File: src/rtl/vn_pkg.sv
`default_nettype none
package vn_pkg;

  localparam int unsigned COMP_W     = 16;
  localparam int unsigned LSQ_W      = 32;
  localparam int unsigned ROOT_W     = 16;
  // One restoring division step per quotient bit of mag^2 * 2^30 / lsq.
  localparam int unsigned DIV_STAGES = 31;
  // One digit pair of the radicand per stage.
  localparam int unsigned SQRT_STAGES = 16;

  typedef struct packed {
    logic signed [COMP_W-1:0] comp_x;
    logic signed [COMP_W-1:0] comp_y;
    logic signed [COMP_W-1:0] comp_z;
  } vn_in_t;

  typedef struct packed {
    logic signed [COMP_W-1:0] unit_x;
    logic signed [COMP_W-1:0] unit_y;
    logic signed [COMP_W-1:0] unit_z;
    logic [LSQ_W-1:0]         length_sq;
    logic [ROOT_W-1:0]        length_root;
    logic                     is_zero;
  } vn_out_t;

endpackage
`default_nettype wire

File: src/rtl/vn_div_pipe.sv
`default_nettype none
module vn_div_pipe import vn_pkg::*; (
  input  wire logic                  clk,
  input  wire logic                  en,
  input  wire logic [31:0]           num,
  input  wire logic [31:0]           den,
  output logic      [DIV_STAGES-1:0] quot
);

  // The dividend is num * 2^30; num never exceeds den, so the partial
  // remainder stays below den and fits 32 bits.
  logic [31:0]           rem_r [DIV_STAGES];
  logic [31:0]           den_r [DIV_STAGES];
  logic [DIV_STAGES-1:0] quo_r [DIV_STAGES];

  for (genvar k = 0; k < DIV_STAGES; k++) begin : g_stage
    logic [32:0]           part;
    logic [31:0]           den_in;
    logic [DIV_STAGES-1:0] quo_in;
    logic                  ge;
    logic [31:0]           rem_nxt;

    assign part   = (k == 0) ? {1'b0, num} : {rem_r[(k == 0) ? 0 : k - 1], 1'b0};
    assign den_in = (k == 0) ? den : den_r[(k == 0) ? 0 : k - 1];
    assign quo_in = (k == 0) ? '0 : quo_r[(k == 0) ? 0 : k - 1];
    assign ge     = part >= {1'b0, den_in};
    assign rem_nxt = ge ? 32'(part - {1'b0, den_in}) : part[31:0];

    always_ff @(posedge clk) begin
      if (en) begin
        rem_r[k] <= rem_nxt;
        den_r[k] <= den_in;
        quo_r[k] <= {quo_in[DIV_STAGES-2:0], ge};
      end
    end
  end

  assign quot = quo_r[DIV_STAGES-1];

endmodule
`default_nettype wire

File: config.mk
export PLATFORM = sky130hd
export DESIGN_NAME = vn_div_pipe
export DESIGN_NICKNAME = d
export VERILOG_FILES = /design/src/rtl/vn_pkg.sv /design/src/rtl/vn_div_pipe.sv
export SDC_FILE = /design/constraint.sdc
export NUM_CORES = 2
export LEC_CHECK = 0
export ABC_AREA = 0
export BUFFER_PORTS_ARGS = -buffer_cell sky130_fd_sc_hd__buf_2
export CAP_MARGIN = 10
export CORE_ASPECT_RATIO = 1.5
export CORE_MARGIN = 8
export CORE_UTILIZATION = 50
export DETAILED_ROUTE_END_ITERATION = 6
export HOLD_SLACK_MARGIN = 0.02
export PLACE_DENSITY = 0.79
export RECOVER_POWER = 25
export REMOVE_ABC_BUFFERS = 1
export SKIP_LAST_GASP = 1
export SYNTH_ARGS = -nofsm -noshare
export SYNTH_HDL_FRONTEND = slang
export SYNTH_SLANG_ARGS = --single-unit
File: constraint.sdc
create_clock -name clk -period 3.45 [get_ports clk]
set_input_delay 0.345 -clock clk [delete_from_list [all_inputs] [get_ports clk]]
set_output_delay 0.345 -clock clk [all_outputs]
set_load 0.01 [all_outputs]
==> key figures <==
Setup path
  • Critical Path Max Stage Delay: 0.40 ns
  • Worst Path Required: 4.10 ns
  • Peak fanout along the critical path: 6
  • Worst path bufs/invs: 3
  • Critical Path End Type: register
  • Slowest CP cell: edfxtp_1
  • CP top delay family: compound AO/OA/AOI/OAI gates
  • WS Path Type: register to register
  • Worst Path Arrival: 4.62 ns
  • Startpoint types: register
  • CP Cell Sequence: ha_1 > nor2b_4 > o31a_1 > o31a_1 > nor4_2 > buf_4 > nor4_4 > nor3_2 > buf_4 > o2111ai_2 > a21oi_2 > o21ba_4 > buf_12 > mux2_2

GRT
  • Global-route wire length before repair: 578900 µm
  • Tot GR Track Use: 0.2574
  • Initial antenna violation count: 11
  • Congestion Overflow GR: 0
  • Vias in the first global route: 111500
  • Largest net degree at the start of global routing: 113

Min path
  • HP Class: primary input to register

Floorplanning
  • Initial Utilization: 0.5025
  • DIE HEIGHT: 654.9 µm
  • Core Area: 270800 µm²
  • Core Rows: 234
  • Die ar.: 289500 µm²
  • Die W: 442.0 µm
  • I/O pin cnt: 97

Detailed routing
  • DR iter-0 viols: 6143
  • Routed via count: 106200
  • Final ANT Viol Nets: 0
  • Drt pass-1 iters: 7
  • Final wirelength: 426800 µm
  • DR vias/cell: 5.855
  • Wire per inst: 23.52 µm
  • DRC violations left: 1

Place
  • RD Place Congestion: 0.9866
  • Place WS: -0.6027 ns
  • # port buffers: 96
  • Detailed Place HPWL: 298600 µm

Flow run
  • Max-Cap Viols: 0

Clock tree
  • CTS Root Buffer Type: clkbuf_16
  • Clock transition at path regs: 0.07 ns
  • CTS H-tree lvls: 4
  • CTS tree: built
  • Skew-Pair Late Insertion Delay: 0.93 ns
  • Max Buffers Root-to-Sink: 4
  • Clock sink count: 2416
  • Num CTS Buffers: 240

Logic synthesis
  • Post-synthesis cell count: 12180
  • Mapped cell area: 136100 µm²
  • Dominant synthesized flop cell: edfxtp_1
  • Ys async rst share: 0
  • Synth cell types: 99
  • Seq/Total Area, Yosys: 0.5331
  • Synthesized area per cell: 11.18 µm²
  • Ys Warns: 0
  • Number of flops mapped to enable cells by yosys: 2416
  • Synth Register Bits: 2416

Cells and area
  • Area occupied by multi-input gates: 63090 µm²
  • Register area: 72550 µm²
  • FILL cells: 19500
  • Share of cells above drive strength 1: 0.2539
  • Layout area overhead: 26.82%
  • Fin nets: 15490

Timing
  • Final setup viols: 395
  • Final hold vios: 0
  • Fmax: 252.2 MHz
  • Worst Tran Pin Value: 1.202 ns
  • Worst Skew: 0.06476 ns
  • Period utilization: 1.149
  • Fin crit period: 3.966 ns
  • Pins Over Slew Limit: 0
  • Setup slack after layout: -0.5155 ns
  • Post-route setup TNS: -54.49 ns
  • RSZ-0062 raised after global routing: true
  • Max_slew headroom: 0.1902

Status
  • Outcome: finished, violations left
  • Failing checks: design-rule violations, negative setup slack

Power
  • Pleak: 72.96 nW
  • Pwr/cell area: 1023 nW/µm²
  • VDD IR max: 0.6217 mV
[per-stage QoR]
| stage | total power, mW | instance area (µm²) | std cells | util | hold WS (ns) |
|---|---|---|---|---|---|
| floorplan | 97.64 | 134800 | 11850 | - | 0.4003 |
| global placement | 129.6 | 154700 | 17340 | 0.5712 | 0.4004 |
| detailed placement | 131.8 | 154700 | 17340 | 0.5712 | 0.4045 |
| CTS | 160.7 | 164200 | 17880 | 0.6063 | 0.02059 |
| global route | 184.6 | 172600 | 18140 | 0.6372 | 0.06362 |
| finish | 176.5 | 172600 | 18140 | 0.6373 | 0.1042 |
[placed cells by master (no fill, tap or decap), types with 75 or more instances in the layout]
cell type / n
xor2_1: 329
nand4_1: 176
nand2_1: 772
o21bai_1: 105
mux2_4: 222
edfxtp_1: 2416
ha_1: 904
buf_4: 1881
inv_1: 1195
a31oi_1: 93
nor2b_1: 107
clkbuf_16: 291
a21o_1: 482
o21a_1: 107
o21ai_0: 590
buf_6: 84
and3_1: 81
nor3_1: 139
mux2_2: 128
nor2_1: 701
xnor2_1: 477
buf_12: 105
clkbuf_1: 78
ha_4: 75
nand3_1: 184
nand2b_1: 127
a21oi_2: 96
a21oi_1: 982
[worst reg2reg max path, cell delays in order, from the launching register on]
cell       delay [ns]
edfxtp_1         0.40
ha_1             0.35
nor2b_4          0.15
o31a_1           0.29
o31a_1           0.32
nor4_2           0.23
buf_4            0.20
nor4_4           0.06
nor3_2           0.15
buf_4            0.23
o2111ai_2        0.17
a21oi_2          0.20
o21ba_4          0.36
buf_12           0.22
mux2_2           0.39
[kinds of logic (layout without fill, tap and decap cells)]
family / count (synthesis) / count (layout) / share of synthesized area
muxes: 371 / 371 / 0.03109
xor gates and xnor gates: 807 / 807 / 0.05194
DFF: 2416 / 2416 / 0.5331
and+or+nand+nor: 2738 / 2738 / 0.09546
buffers and inverters: 1568 / 3990 / 0.04380
AOI/OAI and AO/OA: 3254 / 3254 / 0.1490
other: 0 / 6 / 0
adders and majority gates: 1021 / 1021 / 0.09553
[final cells by class]
class | count | share of cell area
flip-flops and latches | 2416 | 0.4204
multi-input cells | 8191 | 0.3656
repair buffers | 2313 | 0.1162
clock buffers | 296 | 0.03651
inverters | 1238 | 0.02707
well taps | 3540 | 0.02566
clock inverters | 143 | 0.008497
diodes | 6 | 0.00008700
[cells in the mapped netlist (20+ instances only)]
library cell,count,share of area
nor4_1,48,0.0022
buf_2,34,0.0013
o21ai_0,724,0.027
mux2_4,20,0.0022
or2_2,33,0.0015
a21oi_1,1104,0.041
o21bai_1,112,0.0062
clkbuf_1,273,0.0075
a31oi_1,113,0.0052
a21o_1,486,0.027
a31o_2,26,0.0017
or3_1,52,0.0024
ha_1,991,0.091
nand4_1,176,0.0081
nor2_1,770,0.021
fa_1,30,0.0044
nand3_1,191,0.0070
a21boi_0,28,0.0015
nand2b_1,134,0.0062
a221oi_1,26,0.0017
a311oi_1,20,0.0013
inv_1,1234,0.034
a211oi_1,74,0.0041
a211o_1,23,0.0015
mux2_2,329,0.027
edfxtp_1,2416,0.53
xor2_1,330,0.021
o21a_1,114,0.0063
xnor2_1,477,0.031
nor3_1,151,0.0056
o31ai_1,74,0.0041
a2111oi_0,25,0.0016
nand2_1,791,0.022
and2_1,63,0.0029
o2111ai_1,22,0.0014
o31a_1,34,0.0022
nor2b_1,144,0.0066
and3_1,88,0.0040
o211ai_1,65,0.0036
[where the power goes]
group | internal [mW] | switching [mW]
sequential | 43.8 | 4.47
combinational | 47.9 | 53.8
clock | 15.1 | 11.5
total | 107 | 69.7
[worst paths after layout]
check             cells past startpoint  slack (ns)                  startpoint                      end
setup / recovery                     14       -0.52  rem_r[12][0]$_SDFFCE_PN0P_  rem_r[12][34]$_DFFE_PP_
setup reg to reg                     14       -0.52  rem_r[12][0]$_SDFFCE_PN0P_  rem_r[12][34]$_DFFE_PP_
hold / removal                        4        0.10                      num[0]    rem_r[0][0]$_DFFE_PP_
hold reg to reg                       0        0.40     quo_r[1][222]$_DFFE_PP_  quo_r[1][254]$_DFFE_PP_
[layer usage]
layer / part of all wire / vias to the layer above / GRT usage
met5: 0.00032 / - / 0
met4: 0.17 / 18 / 0.3226
met3: 0.039 / 2550 / 0.03326
met2: 0.55 / 3806 / 0.5370
met1: 0.24 / 50740 / 0.1591
li1: - / 49110 / -
[registers in the layout, summed over array words and instances (netlist names)]
signal  count
den_r     960
quo_r     496
rem_r     960
[repair_timing]
| action | CTS | global route |
|---|---|---|
| hold buffers | 65 | 0 |
| resized for setup | 123 | 1321 |
| setup buffers | 32 | 234 |
| endpoints found under the setup margin | 795 | 931 |
| endpoints found under the hold margin | 96 | 0 |
| gates cloned | 8 | 60 |
| pin swaps | 35 | 359 |
(Power assumes the default switching activity.)
