`config.mk`:
```
export PLATFORM = sky130hd
export DESIGN_NAME = vn_isqrt_pipe
export DESIGN_NICKNAME = d
export VERILOG_FILES = /design/src/rtl/vn_pkg.sv /design/src/rtl/vn_isqrt_pipe.sv
export SDC_FILE = /design/constraint.sdc
export NUM_CORES = 1
export LEC_CHECK = 0
export BUFFER_PORTS_ARGS = -buffer_cell sky130_fd_sc_hd__buf_4
export CORE_MARGIN = 4
export CORE_UTILIZATION = 63
export DETAILED_ROUTE_END_ITERATION = 8
export GPL_ROUTABILITY_DRIVEN = 0
export PLACE_DENSITY = 0.82
export SYNTH_ARGS = -nofsm -noshare
export SYNTH_HDL_FRONTEND = slang
export SYNTH_SLANG_ARGS = --single-unit
```
`constraint.sdc`:
```
create_clock -name clk -period 3.32 [get_ports clk]
set_input_delay 0.664 -clock clk [delete_from_list [all_inputs] [get_ports clk]]
set_output_delay 0.664 -clock clk [all_outputs]
set_load 0.1 [all_outputs]
```
`src/rtl/vn_pkg.sv`:
```
`default_nettype none
package vn_pkg;

  localparam int unsigned COMP_W     = 16;
  localparam int unsigned LSQ_W      = 32;
  localparam int unsigned ROOT_W     = 16;
  // One restoring division step per quotient bit of mag^2 * 2^30 / lsq.
  localparam int unsigned DIV_STAGES = 31;
  // One digit pair of the radicand per stage.
  localparam int unsigned SQRT_STAGES = 16;

  typedef struct packed {
    logic signed [COMP_W-1:0] comp_x;
    logic signed [COMP_W-1:0] comp_y;
    logic signed [COMP_W-1:0] comp_z;
  } vn_in_t;

  typedef struct packed {
    logic signed [COMP_W-1:0] unit_x;
    logic signed [COMP_W-1:0] unit_y;
    logic signed [COMP_W-1:0] unit_z;
    logic [LSQ_W-1:0]         length_sq;
    logic [ROOT_W-1:0]        length_root;
    logic                     is_zero;
  } vn_out_t;

endpackage
`default_nettype wire

```
`src/rtl/vn_isqrt_pipe.sv`:
```
`default_nettype none
module vn_isqrt_pipe import vn_pkg::*; (
  input  wire logic              clk,
  input  wire logic              en,
  input  wire logic [31:0]       radicand,
  output logic      [ROOT_W-1:0] root
);

  logic [31:0] rem_r [SQRT_STAGES];
  logic [31:0] res_r [SQRT_STAGES];

  for (genvar k = 0; k < SQRT_STAGES; k++) begin : g_stage
    localparam logic [31:0] BitVal = 32'(1) << (30 - 2 * k);
    logic [31:0] rem_in;
    logic [31:0] res_in;
    logic [31:0] trial;
    logic [31:0] rem_nxt;
    logic [31:0] res_nxt;

    assign rem_in = (k == 0) ? radicand : rem_r[(k == 0) ? 0 : k - 1];
    assign res_in = (k == 0) ? 32'd0 : res_r[(k == 0) ? 0 : k - 1];
    assign trial  = res_in + BitVal;

    always_comb begin
      if (rem_in >= trial) begin
        rem_nxt = rem_in - trial;
        res_nxt = (res_in >> 1) + BitVal;
      end else begin
        rem_nxt = rem_in;
        res_nxt = res_in >> 1;
      end
    end

    always_ff @(posedge clk) begin
      if (en) begin
        rem_r[k] <= rem_nxt;
        res_r[k] <= res_nxt;
      end
    end
  end

  assign root = res_r[SQRT_STAGES-1][ROOT_W-1:0];

endmodule
`default_nettype wire

```
==> results by group, run 1 <==
Timing
  – Period minus WS final: 3.21 ns
  – Max Slew Vio Count: 0
  – Clk_skew: 0.0476 ns
  – Hold slack: 0.197 ns
  – PnR worst setup slack: about 0.11 ns
  – Maximum clock rate: 311 MHz
  – Setup TNS: 0 ns
  – Final Hold Viols: 0
  – RSZ-0062 raised after global routing: no
  – Setup violators final: 0
  – Worst slew margin: about half
  – Tcrit/Tclk final: a little over nine tenths
  – Worst slew pin tran: 0.730 ns

Yosys
  – Avg Cell Area, Syn: 13.0 um^2
  – Mux cell area share after synthesis: 1.02%
  – Post-synth EDFFs: 616
  – Yosys top cell area share: between 60% and 70%
  – XOR/XNOR Fraction of Synth Area: 5.99%
  – Post-synthesis adder-cell area fraction: about 6.5%
  – Synth Area in Simple Gates: 11.6%
  – Largest family of logic cells by synthesized area: simple AND/OR/NAND/NOR gates
  – Yosys synthesis warning count: 0
  – Most used DFF post-synth: edfxtp_1
  – FFs w/ async S/R, synth: 0%
  – Mapped Area: 29100 um^2
  – Cell taking the most area after synthesis: edfxtp_1
  – Distinct cells, synth: 72
  – Flops & latches, synth: 616
  – Syn nets: roughly 2400
  – Cells after Synth: between 2000 and 2500
  – Synth area leaders: edfxtp_1, ha_1, xnor2_1
  – Post-synthesis compound-gate area fraction: under 10%
  – Post-synthesis sequential area ratio: 63.6%

Worst setup path
  – Slowest cell delay on critical path: 0.65 ns
  – Flop2flop setup slack: 0.11 ns
  – Worst R2R Start: rem_r[0][216]
  – Worst EP arrival: around 3.6 ns
  – Worst path cell trace: ha_1 > nand2b_1 > nor3_4 > nand4_1 > o21a_1 > and2_1 > or4b_2 > xnor2_1
  – CP Buf/Inv Count: 0
  – Worst setup EP type: flop
  – Crit path max fanout: 9
  – Critical path class: reg2reg
  – Crit start category: flop
  – CP top delay family: simple AND/OR/NAND/NOR gates
  – Worst flop-to-flop path endpoint: rem_r[0][250]
  – Worst Path Required: 3.68 ns
  – Slowest stage cell, crit path: or4b_2
  – Worst R2R Path Depth: 8

Cells and area
  – # fillers: 2837
  – Fin cells: around 3000
  – P&R area growth vs syn: 11.2%
  – N_diodes: 0
  – Most frequent cells in the layout: edfxtp_1, inv_1, ha_1, nor2_1, a21oi_1
  – Final core occ: 71.1%
  – Layout cells sized above 1: between 9 and 10%
  – Final Cell Area: 32300 um^2
  – Nets@finish: 2533
  – Most common cell after layout, fill and taps aside: edfxtp_1

Clocking
  – Worst skew pair latency: ~0.65 ns
  – CTS HTree Levels: 2
  – Clock sink count: just over 600
  – TritonCTS clock tree: done
  – Clock Path Buffers: 3
  – Root buf cell: clkbuf_16
  – Clock-pin slew on the worst setup and hold paths: 0.06 ns
  – Total CTS buffers: 59
  – Hold Buf Count CTS: 0

Power and ir drop
  – Max VDD drop: 0.000505 V
  – P per Cell Area: 637 nW/um^2
  – Total power draw: between 20 and 25 mW
  – Total leakage power: about 12 nW

Placement
  – Dpl ws: -0.339 ns
  – HPWL Detailed: slightly above 40000 um
  – Placed Instances: 2888
  – PortBufs: 49
  – Dpl cell area: a little over 30000 um^2

Detailed routing
  – Post-DR vias/cell: approximately 6
  – Detailed-route DRC error count: 0
  – Drt pass-1 iters: 8
  – Wire per inst: 19.4 um
  – Routed Antenna Nets: 0
  – DR vias: 18262
  – WL final: 58000 um
  – 1st-iter DRT viols: 1552

Min path
  – Hold Crit Start: radicand[20]
  – Path type of the worst min-delay path: in2reg
  – Hold Path Sink: rem_r[0][20]
  – Worst hold path depth: 1

Job
  – Max_cap viols: 0

Die
  – Die Ht: 223 um
  – Number of top-level pins: 50
  – Starting Density: 64.0%
  – Core footprint: 45500 um^2
  – Die Area: 49700 um^2
  – Row count: 78
  – Die W: 223 um

GRT
  – Initial antenna violation count: 0
  – Largest net degree at the start of global routing: 87
  – All-Layer GR Usage: 23.2%
  – Vias in the first global route: 18855
  – First-pass GRT wire length: 93400 um
  – Grt total ovfl: 0

Status
  – Outcome: finished clean
-- flip-flops by register name, indices dropped and copies added, names as in the netlist --
name / count
rem_r: 480
res_r: 136
-- cells in the mapped netlist (11+ instances only) --
cell and n:
or3_1 30, o21a_1 28, nor2b_1 17, o31ai_1 15
a21o_1 27, edfxtp_1 616, and3_1 11, a211oi_1 13
nor4_1 77, or4_1 12, inv_1 184, ha_1 150
nor4b_1 17, or2_2 13, mux2_2 16, nand4_1 30
a21oi_1 134, nor2_1 146, clkbuf_1 21, nor3_1 59
nand3_1 38, nand2b_1 28, nand3b_1 13, xor2_1 98
o21ai_0 104, xnor2_1 101, nand2_1 101
-- cell type report --
type	count	area (um^2)	area share, %
Clock buffer	71	1520	4.70
Clock inverter	35	403	1.25
Multi-Input combinational cell	1400	9730	30.1
Tap cell	600	751	2.32
Inverter	184	691	2.14
Timing Repair Buffer	88	756	2.34
Sequential cell	616	18500	57.2
-- cell families (layout without fill, tap and decap cells) --
group	count (synthesis)	count (layout)
XOR/XNOR	199	199
buffers and inverters	221	378
AND/OR/NAND/NOR	631	631
adder cells (fa/ha/maj)	150	150
AO/OA/AOI/OAI	394	394
multiplexers	26	26
flip-flops	616	616
-- worst max path at each step --
stage / from / to / slack (ns) / cells after the start
after floorplan: rem_r[0][150] / rem_r[0][185] / 0.54 / 8
after global placement: rem_r[0][216] / rem_r[0][250] / -0.32 / 8
after detailed placement: rem_r[0][216] / rem_r[0][250] / -0.34 / 8
after CTS: rem_r[0][216] / rem_r[0][250] / 0.09 / 8
after global routing: rem_r[0][216] / rem_r[0][250] / 0.008 / 8
final: rem_r[0][216] / rem_r[0][250] / 0.11 / 8
-- routing by layer --
metal / GRT usage (%) / routed length, um
met4: 13.0 / 3530
met3: 3.82 / 2560
met5: 0 / 0
met2: 45.2 / 32100
met1: 23.1 / 19800
-- timing repair --
item | 4_1_cts | 5_1_grt
cloned | 0 | 0
setup endpoints to repair | 1 | 2
setup buffers | 0 | 0
pin swaps | 1 | 0
resized for setup | 2 | 2
-- where the power goes --
group / leakage, nW / switching (mW) / internal [mW]
Combinational: 5.46 / 1.96 / 1.50
Sequential: 5.90 / 0.686 / 9.79
Clock: 0.922 / 2.89 / 3.76
No activity file was read; power rests on OpenSTA's default activity.
==> run 2, diff against run 1 <==
- BUFFER_PORTS_ARGS: -buffer_cell sky130_fd_sc_hd__buf_4 -> -buffer_cell sky130_fd_sc_hd__buf_2
==> run 2 against run 1 <==
  * Power about the same
  * Die area did not move
  * Maximum frequency is 1.6% higher
  * Global-route usage down 0.16 points
  * Sequential share of layout area increased by 0.21 points
  * Clock power about the same
  * Non-clock buffer count rose by 1
  * Critical path depth did not move
  * Clock skew fell by 0.0043 ns
  * Cell count is 0.20% higher
  * Largest power group unchanged
  * Highest routed layer unchanged
==> results by group, run 2 (same netlist as run 1, synthesis figures left out) <==
Status
  – Outcome: finished clean

Timing
  – Final Hold Viols: 0
  – Tcrit/Tclk final: 95.2%
  – RSZ-0062 raised after global routing: no
  – Max Slew Vio Count: 0
  – Clk_skew: 0.0434 ns
  – Hold slack: 0.215 ns
  – Setup violators final: 0
  – Period minus WS final: 3.16 ns
  – Worst slew margin: about 49%
  – Maximum clock rate: 316 MHz
  – Worst slew pin tran: 0.755 ns
  – PnR worst setup slack: ~0.16 ns
  – Setup TNS: 0 ns

Min path
  – Hold Crit Start: radicand[5]
  – Path type of the worst min-delay path: in2reg

Die
  – Die W: 223 um
  – Row count: about 80
  – Number of top-level pins: 50
  – Core footprint: 45500 um^2
  – Starting Density: 64.0%
  – Die Area: 49700 um^2
  – Die Ht: 223 um

Cells and area
  – Largest registers: rem_r x480, res_r x136
  – Most frequent cells in the layout: edfxtp_1, inv_1, ha_1, nor2_1, a21oi_1
  – Layout cells sized above 1: 9.04%
  – Largest Register: rem_r
  – N_diodes: 0
  – Nets@finish: 2534
  – P&R area growth vs syn: 10.8%
  – Max FFs per register: 480
  – Most common cell after layout, fill and taps aside: edfxtp_1
  – Final core occ: 70.9%

Placement
  – Dpl ws: -0.205 ns
  – PortBufs: 49
  – HPWL Detailed: 41500 um

GRT
  – First-pass GRT wire length: 93100 um
  – Initial antenna violation count: 1
  – All-Layer GR Usage: 23.0%
  – Grt total ovfl: 0
  – Largest net degree at the start of global routing: 87
  – Vias in the first global route: roughly 19000

Power and ir drop
  – P per Cell Area: approximately 640 nW/um^2
  – Total power draw: 20.6 mW
  – Total leakage power: 12.3 nW
  – Max VDD drop: ~0.00076 V

Clocking
  – CTS HTree Levels: 2
  – Clock sink count: 616
  – Worst skew pair latency: about 0.65 ns
  – TritonCTS clock tree: done
  – Total CTS buffers: 59
  – Post-CTS setup buffer count: 0
  – Root buf cell: clkbuf_16
  – Clock Path Buffers: 3
  – Clock-pin slew on the worst setup and hold paths: 0.06 ns

Worst setup path
  – Worst Setup SP: rem_r[0][216]
  – Slowest cell delay on critical path: about 0.66 ns
  – Worst R2R Start: rem_r[0][216]
  – Crit path max fanout: 9
  – Slowest stage cell, crit path: or4b_2
  – Worst EP arrival: between 3 and 4 ns
  – Critical path class: reg2reg
  – Worst Path Required: 3.67 ns
  – Worst path cell trace: ha_1 > nand2b_1 > nor3_2 > nand4_1 > o21a_1 > and2_1 > or4b_2 > xnor2_1
  – Worst setup EP type: flop
  – Crit start category: flop

Job
  – Max_cap viols: 0

Detailed routing
  – Wire per inst: 19.1 um
  – Detailed-route DRC error count: 0
  – Post-DR vias/cell: a little over 6
  – Drt pass-1 iters: 7
  – WL final: 57400 um
  – DR vias: 18231
  – 1st-iter DRT viols: 1562
  – Routed Antenna Nets: 0
## run 2: cell types whose count changed in the layout (fill, tap and decap cells not counted), sizes merged
cell / change
clkinvlp: -5
buf: +1
inv: -2
clkinv: +11
bufinv: +1
## run 2: per-stage QoR
| step | cells | area [um^2] |
|---|---|---|
| 2_1_floorplan | 2237 | 29100 |
| 3_3_place_gp | 2889 | 30300 |
| 3_5_place_dp | 2889 | 30300 |
| 4_1_cts | 3000 | 32200 |
| 5_1_grt | 3000 | 32200 |
| 6_report | 3000 | 32200 |
## run 2: repair_timing
action / 4_1_cts / 5_1_grt
endpoints found under the setup margin: 1 / 5
hold buffers: 0 / 0
gates resized for setup: 1 / 2
pin swaps: 0 / 1
## run 2: path summary, 6_finish.rpt
kind | to | slack [ns] | cells past startpoint
max | rem_r[0][250] | 0.16 | 8
min | rem_r[0][5] | 0.22 | 1
max reg2reg | rem_r[0][250] | 0.16 | 8
min reg2reg | res_r[1][143] | 0.42 | 0
## run 2: critical path, delay by kind of cell (launching register included)
family | cells | cell delay [ns]
xor+xnor | 1 | 0.15
fa+ha+maj | 1 | 0.41
compound gates | 1 | 0.30
flops | 1 | 0.39
simple gates | 5 | 1.67
## run 2: report_power, final
part / switching [mW] / total [mW] / internal, mW
Clock: 2.84 / 6.66 / 3.82
Combinational: 1.97 / 3.46 / 1.48
Sequential: 0.679 / 10.5 / 9.79
Total: 5.49 / 20.6 / 15.1
## run 2: layout make-up
cell class,count,area (um^2)
Fill cell,2832,13200
Sequential cell,616,18500
Inverter,184,691
Timing Repair Buffer,89,631
Tap cell,600,751
Clock inverter,40,417
Clock buffer,71,1520
Multi-Input combinational cell,1400,9720
## run 2: metal layers
| metal | up-vias | share of wire (%) | global-route usage [%] |
|---|---|---|---|
| met1 | 8822 | 34 | 23.2 |
| met2 | 611 | 56 | 45.3 |
| met3 | 201 | 4.1 | 3.00 |
| met5 | - | 0 | 0 |
| met4 | 0 | 5.9 | 12.5 |
| li1 | 8597 | - | - |
